File: src/hdl/adaptive_threshold_quadrature_decoder_macros.svh
// Assertion helpers shared by the decoder RTL.
`ifndef ADAPTIVE_THRESHOLD_QUADRATURE_DECODER_MACROS_SVH
`define ADAPTIVE_THRESHOLD_QUADRATURE_DECODER_MACROS_SVH

`ifndef ASSERT_OFF
`define ATQD_ASSERT(lbl, prop, msg) \
  lbl: assert property (@(posedge clk_i) disable iff (!rst_ni) prop) else $error(msg);
`define ATQD_ASSERT_ANY(lbl, prop, msg) \
  lbl: assert property (@(posedge clk_i) prop) else $error(msg);
`else
`define ATQD_ASSERT(lbl, prop, msg)
`define ATQD_ASSERT_ANY(lbl, prop, msg)
`endif

`endif

File: src/hdl/atqd_pkg.sv
package atqd_pkg;

  localparam int unsigned SampleW = 10;

  localparam logic [SampleW-1:0] MinReset   = 10'd1023;
  localparam logic [SampleW-1:0] RangeReset = 10'd30;

  localparam logic signed [1:0] StepNone = 2'sb00;
  localparam logic signed [1:0] StepFwd  = 2'sb01;
  localparam logic signed [1:0] StepBack = 2'sb11;

  typedef enum logic [1:0] {
    Q_HIHI,
    Q_HILO,
    Q_LOLO,
    Q_LOHI
  } quad_state_e;

  typedef enum logic [2:0] {
    L_IDLE,
    L_TRACK,
    L_SUM,
    L_DIV,
    L_LEVEL,
    L_DONE
  } lane_state_e;

  typedef struct packed {
    logic start;
    logic ack;
  } lane_ctl_t;

  typedef struct packed {
    logic               done;
    logic [SampleW-1:0] level;
  } lane_sts_t;

  // floor(x/3) for x < 1024 by reciprocal multiply
  function automatic logic [SampleW-1:0] div3(input logic [SampleW-1:0] x);
    logic [20:0] p;
    p = 21'(x) * 21'd683;
    return p[20:11];
  endfunction

endpackage

File: src/hdl/atqd_lane.sv
module atqd_lane
  import atqd_pkg::*;
#(
  parameter int unsigned RING_SIZE = 8
) (
  input  logic               clk_i,
  input  logic               rst_ni,
  input  lane_ctl_t          ctl_i,
  input  logic [SampleW-1:0] sample_i,
  input  logic [SampleW-1:0] range_limit_i,
  output lane_sts_t          sts_o
);

  localparam int unsigned AW   = $clog2(RING_SIZE);
  localparam int unsigned NW   = $clog2(RING_SIZE + 1);
  localparam int unsigned SUMW = SampleW + NW;
  localparam int unsigned DCW  = $clog2(SUMW + 1);

  lane_state_e st_q, st_d;

  logic [SampleW-1:0] mn_q, mx_q, level_q;
  logic               seen_lo_q, seen_hi_q;
  logic [AW-1:0]      vslot_q, pslot_q;
  logic               vwrap_q, pwrap_q;
  logic [NW-1:0]      cnt_q;
  logic               vflag_q, pflag_q;
  logic [SUMW-1:0]    vacc_q, pacc_q, vdv_q, pdv_q;
  logic [NW-1:0]      vrem_q, prem_q;
  logic [DCW-1:0]     div_cnt_q;

  logic [SampleW-1:0] vmem [RING_SIZE];
  logic [SampleW-1:0] pmem [RING_SIZE];
  logic [SampleW-1:0] vrd_q, prd_q;

  logic [NW-1:0] nv, np;
  assign nv = vwrap_q ? NW'(RING_SIZE) : NW'(vslot_q);
  assign np = pwrap_q ? NW'(RING_SIZE) : NW'(pslot_q);

  // tracking step
  logic [SampleW-1:0] mn1, mx1, span, cut, mid;
  logic               armed, rec_pk, rec_vl;
  always_comb begin
    mn1    = (sample_i < mn_q) ? sample_i : mn_q;
    mx1    = (sample_i > mx_q) ? sample_i : mx_q;
    span   = mx1 - mn1;
    cut    = mn1 + div3(span);
    mid    = mn1 + (span >> 1);
    armed  = span >= range_limit_i;
    rec_pk = armed && (sample_i < cut) && seen_hi_q;
    rec_vl = armed && (sample_i > cut) && seen_lo_q;
  end

  // one restoring divide step per ring
  logic [NW:0] vrem_n, prem_n;
  logic        vbit, pbit;
  always_comb begin
    vrem_n = {vrem_q, vdv_q[SUMW-1]};
    prem_n = {prem_q, pdv_q[SUMW-1]};
    vbit   = vrem_n >= {1'b0, nv};
    pbit   = prem_n >= {1'b0, np};
  end

  // threshold from the two means
  logic [SampleW-1:0]   lo, hi, mag, q3, lvl;
  logic signed [SampleW:0] diff;
  always_comb begin
    lo   = (nv == '0) ? mn_q : vdv_q[SampleW-1:0];
    hi   = (np == '0) ? mx_q : pdv_q[SampleW-1:0];
    diff = $signed({1'b0, hi}) - $signed({1'b0, lo});
    mag  = diff[SampleW] ? SampleW'(-diff) : diff[SampleW-1:0];
    q3   = div3(mag);
    lvl  = diff[SampleW] ? (lo - q3) : (lo + q3);
  end

  always_comb begin
    st_d = st_q;
    case (st_q)
      L_IDLE:  if (ctl_i.start) st_d = (vwrap_q && pwrap_q) ? L_DONE : L_TRACK;
      L_TRACK: st_d = L_SUM;
      L_SUM:   if (cnt_q == NW'(RING_SIZE)) st_d = L_DIV;
      L_DIV:   if (div_cnt_q == DCW'(1)) st_d = L_LEVEL;
      L_LEVEL: st_d = L_DONE;
      L_DONE:  if (ctl_i.ack) st_d = L_IDLE;
      default: st_d = L_IDLE;
    endcase
  end

  always_ff @(posedge clk_i or negedge rst_ni) begin
    if (!rst_ni) begin
      st_q      <= L_IDLE;
      mn_q      <= MinReset;
      mx_q      <= '0;
      seen_lo_q <= 1'b0;
      seen_hi_q <= 1'b0;
      vslot_q   <= '0;
      pslot_q   <= '0;
      vwrap_q   <= 1'b0;
      pwrap_q   <= 1'b0;
      level_q   <= '0;
      cnt_q     <= '0;
      vflag_q   <= 1'b0;
      pflag_q   <= 1'b0;
      div_cnt_q <= '0;
    end else begin
      st_q <= st_d;
      case (st_q)
        L_TRACK: begin
          cnt_q   <= '0;
          vflag_q <= 1'b0;
          pflag_q <= 1'b0;
          if (rec_pk || rec_vl) begin
            mn_q      <= mid;
            mx_q      <= mid;
            seen_lo_q <= 1'b0;
            seen_hi_q <= 1'b0;
          end else begin
            mn_q <= mn1;
            mx_q <= mx1;
            if (armed && sample_i < cut) seen_lo_q <= 1'b1;
            if (armed && sample_i > cut) seen_hi_q <= 1'b1;
          end
          if (rec_pk) begin
            if (pslot_q == AW'(RING_SIZE - 1)) begin
              pslot_q <= '0;
              pwrap_q <= 1'b1;
            end else begin
              pslot_q <= pslot_q + 1'b1;
            end
          end
          if (rec_vl) begin
            if (vslot_q == AW'(RING_SIZE - 1)) begin
              vslot_q <= '0;
              vwrap_q <= 1'b1;
            end else begin
              vslot_q <= vslot_q + 1'b1;
            end
          end
        end
        L_SUM: begin
          if (cnt_q != NW'(RING_SIZE)) cnt_q <= cnt_q + 1'b1;
          vflag_q   <= (cnt_q != NW'(RING_SIZE)) && (cnt_q < nv);
          pflag_q   <= (cnt_q != NW'(RING_SIZE)) && (cnt_q < np);
          div_cnt_q <= DCW'(SUMW);
        end
        L_DIV: div_cnt_q <= div_cnt_q - 1'b1;
        L_LEVEL: level_q <= lvl;
        default: ;
      endcase
    end
  end

  // datapath, no reset needed
  always_ff @(posedge clk_i) begin
    if (st_q == L_TRACK) begin
      vacc_q <= '0;
      pacc_q <= '0;
      if (rec_pk) pmem[pslot_q] <= mx1;
      if (rec_vl) vmem[vslot_q] <= mn1;
    end
    if (st_q == L_SUM) begin
      vrd_q <= vmem[cnt_q[AW-1:0]];
      prd_q <= pmem[cnt_q[AW-1:0]];
      if (vflag_q) vacc_q <= vacc_q + SUMW'(vrd_q);
      if (pflag_q) pacc_q <= pacc_q + SUMW'(prd_q);
      vrem_q <= '0;
      prem_q <= '0;
      vdv_q  <= (vflag_q) ? vacc_q + SUMW'(vrd_q) : vacc_q;
      pdv_q  <= (pflag_q) ? pacc_q + SUMW'(prd_q) : pacc_q;
    end
    if (st_q == L_DIV) begin
      vrem_q <= vbit ? NW'(vrem_n - {1'b0, nv}) : vrem_n[NW-1:0];
      prem_q <= pbit ? NW'(prem_n - {1'b0, np}) : prem_n[NW-1:0];
      vdv_q  <= {vdv_q[SUMW-2:0], vbit};
      pdv_q  <= {pdv_q[SUMW-2:0], pbit};
    end
  end

  assign sts_o.done  = (st_q == L_DONE);
  assign sts_o.level = level_q;

endmodule

File: src/hdl/atqd_quad.sv
module atqd_quad
  import atqd_pkg::*;
(
  input  logic              clk_i,
  input  logic              rst_ni,
  input  logic              go_i,
  input  logic              ha_i,
  input  logic              hb_i,
  output logic signed [1:0] step_o
);

  quad_state_e st_q, st_d;
  logic lohi_q, lohi_d, hilo_q, hilo_d;

  always_comb begin
    st_d   = st_q;
    lohi_d = lohi_q;
    hilo_d = hilo_q;
    step_o = StepNone;
    case (st_q)
      Q_HIHI: begin
        if (!ha_i && hb_i) begin
          st_d = Q_LOHI;
          if (hilo_q) begin
            step_o = StepFwd;
            hilo_d = 1'b0;
          end
        end else if (ha_i && !hb_i) begin
          st_d = Q_HILO;
          if (lohi_q) begin
            step_o = StepBack;
            lohi_d = 1'b0;
          end
        end
      end
      Q_LOLO: begin
        if (ha_i && !hb_i) begin
          st_d = Q_HILO;
          if (lohi_q) begin
            step_o = StepFwd;
            lohi_d = 1'b0;
          end
        end else if (!ha_i && hb_i) begin
          st_d = Q_LOHI;
          if (hilo_q) begin
            step_o = StepBack;
            hilo_d = 1'b0;
          end
        end
      end
      Q_HILO: begin
        if (ha_i == hb_i) begin
          st_d   = ha_i ? Q_HIHI : Q_LOLO;
          hilo_d = 1'b1;
          lohi_d = 1'b0;
        end
      end
      Q_LOHI: begin
        if (ha_i == hb_i) begin
          st_d   = ha_i ? Q_HIHI : Q_LOLO;
          lohi_d = 1'b1;
          hilo_d = 1'b0;
        end
      end
      default: st_d = Q_HIHI;
    endcase
  end

  always_ff @(posedge clk_i or negedge rst_ni) begin
    if (!rst_ni) begin
      st_q   <= Q_HIHI;
      lohi_q <= 1'b0;
      hilo_q <= 1'b0;
    end else if (go_i) begin
      st_q   <= st_d;
      lohi_q <= lohi_d;
      hilo_q <= hilo_d;
    end
  end

endmodule

File: src/hdl/adaptive_threshold_quadrature_decoder.sv
// One transaction in, one step out; one transaction in flight at a time.
// SUMW = 10 + clog2(RING_SIZE+1). Steps: a tracking step, summing of both rings, a SUMW-step
// divide per ring and a level step. The next transaction is accepted from the cycle after the
// step is registered. With both channels frozen (all rings wrapped), a transaction goes
// straight to done. Output stalls delay the step.
// Async active-low reset: range_limit 30, extremes 1023/0, levels 0, state HIHI; rings unreset.
`include "adaptive_threshold_quadrature_decoder_macros.svh"

module adaptive_threshold_quadrature_decoder
  import atqd_pkg::*;
#(
  parameter int unsigned RING_SIZE = 8
) (
  input  logic               clk_i,
  input  logic               rst_ni,
  input  logic               cfg_we_i,
  input  logic [SampleW-1:0] cfg_wdata_i,
  input  logic               in_valid_i,
  output logic               in_stall_o,
  input  logic [SampleW-1:0] sample_a_i,
  input  logic [SampleW-1:0] sample_b_i,
  output logic               out_valid_o,
  input  logic               out_stall_i,
  output logic signed [1:0]  step_o
);

  logic [SampleW-1:0] range_q, a_q, b_q;
  logic               busy_q, out_vld_q;
  logic signed [1:0]  step_q, step_n;
  lane_ctl_t          ctl;
  lane_sts_t          sts_a, sts_b;
  logic               accept, load;

  assign accept = in_valid_i && !busy_q;
  assign load   = sts_a.done && sts_b.done && (!out_vld_q || !out_stall_i);

  assign ctl.start = accept;
  assign ctl.ack   = load;

  atqd_lane #(.RING_SIZE(RING_SIZE)) u_lane_a (
    .clk_i, .rst_ni, .ctl_i(ctl), .sample_i(a_q), .range_limit_i(range_q), .sts_o(sts_a)
  );

  atqd_lane #(.RING_SIZE(RING_SIZE)) u_lane_b (
    .clk_i, .rst_ni, .ctl_i(ctl), .sample_i(b_q), .range_limit_i(range_q), .sts_o(sts_b)
  );

  atqd_quad u_quad (
    .clk_i,
    .rst_ni,
    .go_i  (load),
    .ha_i  (a_q >= sts_a.level),
    .hb_i  (b_q >= sts_b.level),
    .step_o(step_n)
  );

  always_ff @(posedge clk_i or negedge rst_ni) begin
    if (!rst_ni) begin
      range_q   <= RangeReset;
      busy_q    <= 1'b0;
      out_vld_q <= 1'b0;
    end else begin
      if (cfg_we_i) range_q <= cfg_wdata_i;
      if (accept) busy_q <= 1'b1;
      else if (load) busy_q <= 1'b0;
      if (load) out_vld_q <= 1'b1;
      else if (!out_stall_i) out_vld_q <= 1'b0;
    end
  end

  always_ff @(posedge clk_i) begin
    if (accept) begin
      a_q <= sample_a_i;
      b_q <= sample_b_i;
    end
    if (load) step_q <= step_n;
  end

  assign in_stall_o  = busy_q;
  assign out_valid_o = out_vld_q;
  assign step_o      = step_q;

  `ATQD_ASSERT(a_accept_busy, in_valid_i && !in_stall_o |=> in_stall_o, "no busy after accept")
  `ATQD_ASSERT(a_step_code, out_valid_o |-> step_o != 2'sb10, "illegal step code")
  `ATQD_ASSERT_ANY(a_idle_lanes, !busy_q |-> !sts_a.done && !sts_b.done, "lane done while idle")

endmodule
File: config.mk
export PLATFORM = sky130hd
export DESIGN_NAME = adaptive_threshold_quadrature_decoder
export DESIGN_NICKNAME = d
export VERILOG_FILES = /design/src/hdl/atqd_pkg.sv /design/src/hdl/atqd_lane.sv /design/src/hdl/atqd_quad.sv /design/src/hdl/adaptive_threshold_quadrature_decoder.sv
export VERILOG_INCLUDE_DIRS = /design/src /design/src/hdl
export SDC_FILE = /design/constraint.sdc
export NUM_CORES = 2
export LEC_CHECK = 0
export BUFFER_PORTS_ARGS = -buffer_cell sky130_fd_sc_hd__buf_2
export CORE_MARGIN = 10
export CORE_UTILIZATION = 55
export CTS_BUF_LIST = sky130_fd_sc_hd__clkbuf_16
export CTS_CLUSTER_DIAMETER = 200
export DETAILED_ROUTE_END_ITERATION = 7
export GPL_ROUTABILITY_DRIVEN = 0
export PLACE_DENSITY = 0.8
export SLEW_MARGIN = 5
export SYNTH_ARGS = -nofsm -noshare
export SYNTH_HDL_FRONTEND = slang
export SYNTH_SLANG_ARGS = --single-unit
File: constraint.sdc
create_clock -name clk_i -period 11.3 [get_ports clk_i]
set_input_delay 2.26 -clock clk_i [delete_from_list [all_inputs] [get_ports clk_i]]
set_output_delay 2.26 -clock clk_i [all_outputs]
set_load 0.05 [all_outputs]
==> run metrics <==
status completed; Async S/R FF share, synth 19.3%; skew final 0.0316 ns; worst skew pair latency 0.62 ns; crit path launch type register; Post-Syn Instances 3,826; 1st-iter DRT viols 3,120; fillcell total 5,417; post-DP HPWL 78,400 um; Crit Path Max Fanout 4; IO Pins 39; total gr overflow 0; count of cell types in the netlist 89; relative slew slack 39.6%; Critical Path RT 11.63 ns; Max stage delay on crit path 0.54 ns; Root Driver clkbuf_16; drt drc 0; Reg clk slew, reported paths 0.06 ns; arrival time worst endpoint 11.53 ns; vias in the first global route 31,200; largest net degree at the start of global routing 70; setup TNS 0 ns; Total Wirelength 111,000 um; P&R area growth vs syn 15.6%; GRT Total Usage 24.0%; post-synthesis cell type with the largest combined area edfxtp_1; CP Capture Type register; Hold Crit Class register to register; TritonCTS clock tree yes; die width 298 um; drt pass-1 iters 6; met3 routed WL 11,000 um; drt wl/cell 21.5 um; share of the clock period used by the worst path 99.1%; Tmin final 11.20 ns; Final Worst Setup Slack 0.104 ns; worst slew pin tran 0.906 ns; first-pass GRT wire length 171,000 um; slowest stage cell, crit path dfstp_2; Die ar. 88,500 sq um; CTS sink count 632; row count 101; met1 WL 44,300 um; antenna-violating nets left 0; via count 31,300; Fin. Hold Viols 0; Core Box Area 76,200 sq um; maximum clock rate 0.0893 GHz; number of synthesized flops with an enable pin 454; YS warnings 0; synthesized area 42,400 sq um; Placement Setup Slack -0.320 ns; most frequent CP cell a21o_1; max layer used met5; Die Y 298 um; Avg Cell Area, Syn 11.1 sq um; syn nets 4,483; top cell type's share of synthesized area 32.2%; number of hold buffers added after CTS 0; Max Cap Violations 0; Clock Path Buffers 3; CTS buffer count 69; top_reg_cell synth edfxtp_1; Starting Density 55.6%; initial antenna violation count 2; H-tree levels 3; met2 wire length 51,600 um; most area-consuming cells after synthesis edfxtp_1 (32%), ha_1 (15%), dfrtp_1 (5.8%); Pins Over Slew Limit 0; fraction of layout cells with a size suffix above 1 19.2%; Layout Nets 4,729; number of synthesized register bits 632; Layout Cells excl Fill 5,158; port buffer count 38; DR vias/cell 6.08; sequential element share of the synthesized area 42.1%; setup violators final 0; kind of critical path register to register; dpl cells 4,986
==> cells by family (layout without fill, tap and decap cells) <==
group / Yosys count / after routing / synth area share [%]
and+or+nand+nor: 883 / 883 / 9.78
AOI/OAI and AO/OA: 753 / 753 / 11.1
DFF: 632 / 632 / 42.1
adders and majority gates: 622 / 622 / 20.2
buffers and inverters: 505 / 806 / 4.50
muxes: 244 / 244 / 8.39
xor gates and xnor gates: 187 / 187 / 3.88
other: 0 / 1 / 0
==> worst max-delay path: cells and delay by family (launching register included) <==
kind,cells,cell delay (ns)
AO/OA/AOI/OAI,22,3.45
adder cells (fa/ha/maj),9,2.85
AND/OR/NAND/NOR,16,2.08
buffers and inverters,10,1.08
XOR/XNOR,3,0.55
flip-flops,1,0.54
multiplexers,1,0.33
==> synthesized netlist by cell type (47+ instances only) <==
cell type	n
a21o_1	94
a21oi_1	170
clkbuf_1	95
dfrtp_1	98
dfxtp_1	56
edfxtp_1	454
fa_1	103
ha_1	519
inv_1	384
mux2_2	85
mux2i_1	78
mux4_2	80
nand2_1	303
nand2b_1	51
nand3_1	89
nor2_1	208
nor2b_1	47
nor3_1	53
o21ai_0	245
xnor2_1	113
xor2_1	73
==> metrics by stage <==
stage / instance area, sq um / hold slack, ns / util, %
2_1_floorplan: 42600 / 0.446 / -
3_3_place_gp: 45400 / 0.457 / 59.6
3_5_place_dp: 45400 / 0.467 / 59.6
4_1_cts: 48000 / 0.473 / 62.9
5_1_grt: 49000 / 0.491 / 64.2
6_report: 49000 / 0.474 / 64.2
==> final timing paths <==
check / start / end / slack (ns) / depth (start not counted)
max reg2reg: u_lane_b.mn_q[1]$_DFFE_PN1P_ / u_lane_b.vmem[2][4]$_DFFE_PP_ / 0.10 / 61
min: u_lane_a.pacc_q[5]$_DFF_P_ / u_lane_a.pacc_q[5]$_DFF_P_ / 0.47 / 2
max in group asynchronous: rst_ni / u_lane_a.cnt_q[1]$_DFFE_PN0P_ / 8.26 / 2
min reg2reg: u_lane_a.pacc_q[5]$_DFF_P_ / u_lane_a.pacc_q[5]$_DFF_P_ / 0.47 / 2
max: u_lane_b.mn_q[1]$_DFFE_PN1P_ / u_lane_b.vmem[2][4]$_DFFE_PP_ / 0.10 / 61
min in group asynchronous: rst_ni / u_lane_b.mx_q[0]$_DFFE_PN0P_ / 1.71 / 1
==> cells in the final DEF, fill, tap and decap left out, drive strengths merged, types with 56 or more instances in the layout <==
cell | Yosys | routed
nor2 | 208 | 208
o21ai | 253 | 253
fa | 103 | 103
inv | 386 | 405
clkbuf | 95 | 72
a21oi | 173 | 173
dfxtp | 56 | 56
ha | 519 | 519
nand3 | 89 | 89
mux4 | 80 | 80
buf | 23 | 292
nand2 | 304 | 304
mux2i | 79 | 79
a21o | 95 | 95
xor2 | 73 | 73
xnor2 | 114 | 114
edfxtp | 454 | 454
mux2 | 85 | 85
dfrtp | 98 | 98
==> state kept, by name, summed over array words and instances (netlist names), 80 cells and up <==
name and cells:
u_lane_a.pmem 80, u_lane_b.vmem 80, u_lane_a.vmem 80, u_lane_b.pmem 80
==> area by class of cell <==
class | instances | area, sq um | area share (%)
tap | 1030 | 1290 | 2.63
sequential | 632 | 17800 | 36.4
timing repair buffer | 293 | 2370 | 4.84
clock inverter | 55 | 434 | 0.887
clock buffer | 71 | 1780 | 3.63
inverter | 387 | 1450 | 2.97
antenna | 1 | 2.50 | 0.00511
multi-input combinational | 2689 | 23800 | 48.6
==> routing by layer <==
metal	up-vias	GRT usage (%)
li1	14300	-
met1	15200	31.9
met2	1583	38.9
met3	298	4.61
met4	4	7.85
met5	-	0
==> repair_timing <==
action                                  in CTS  in global routing
resized for setup                           51                140
endpoints found under the setup margin     361                382
setup buffers                               13                 31
pin swaps                                   19                130
gates cloned                                 2                  1
Power is left out: the tool's default activity adds up to more than one toggle a clock period on the data nets, which glitch-free logic cannot reach.
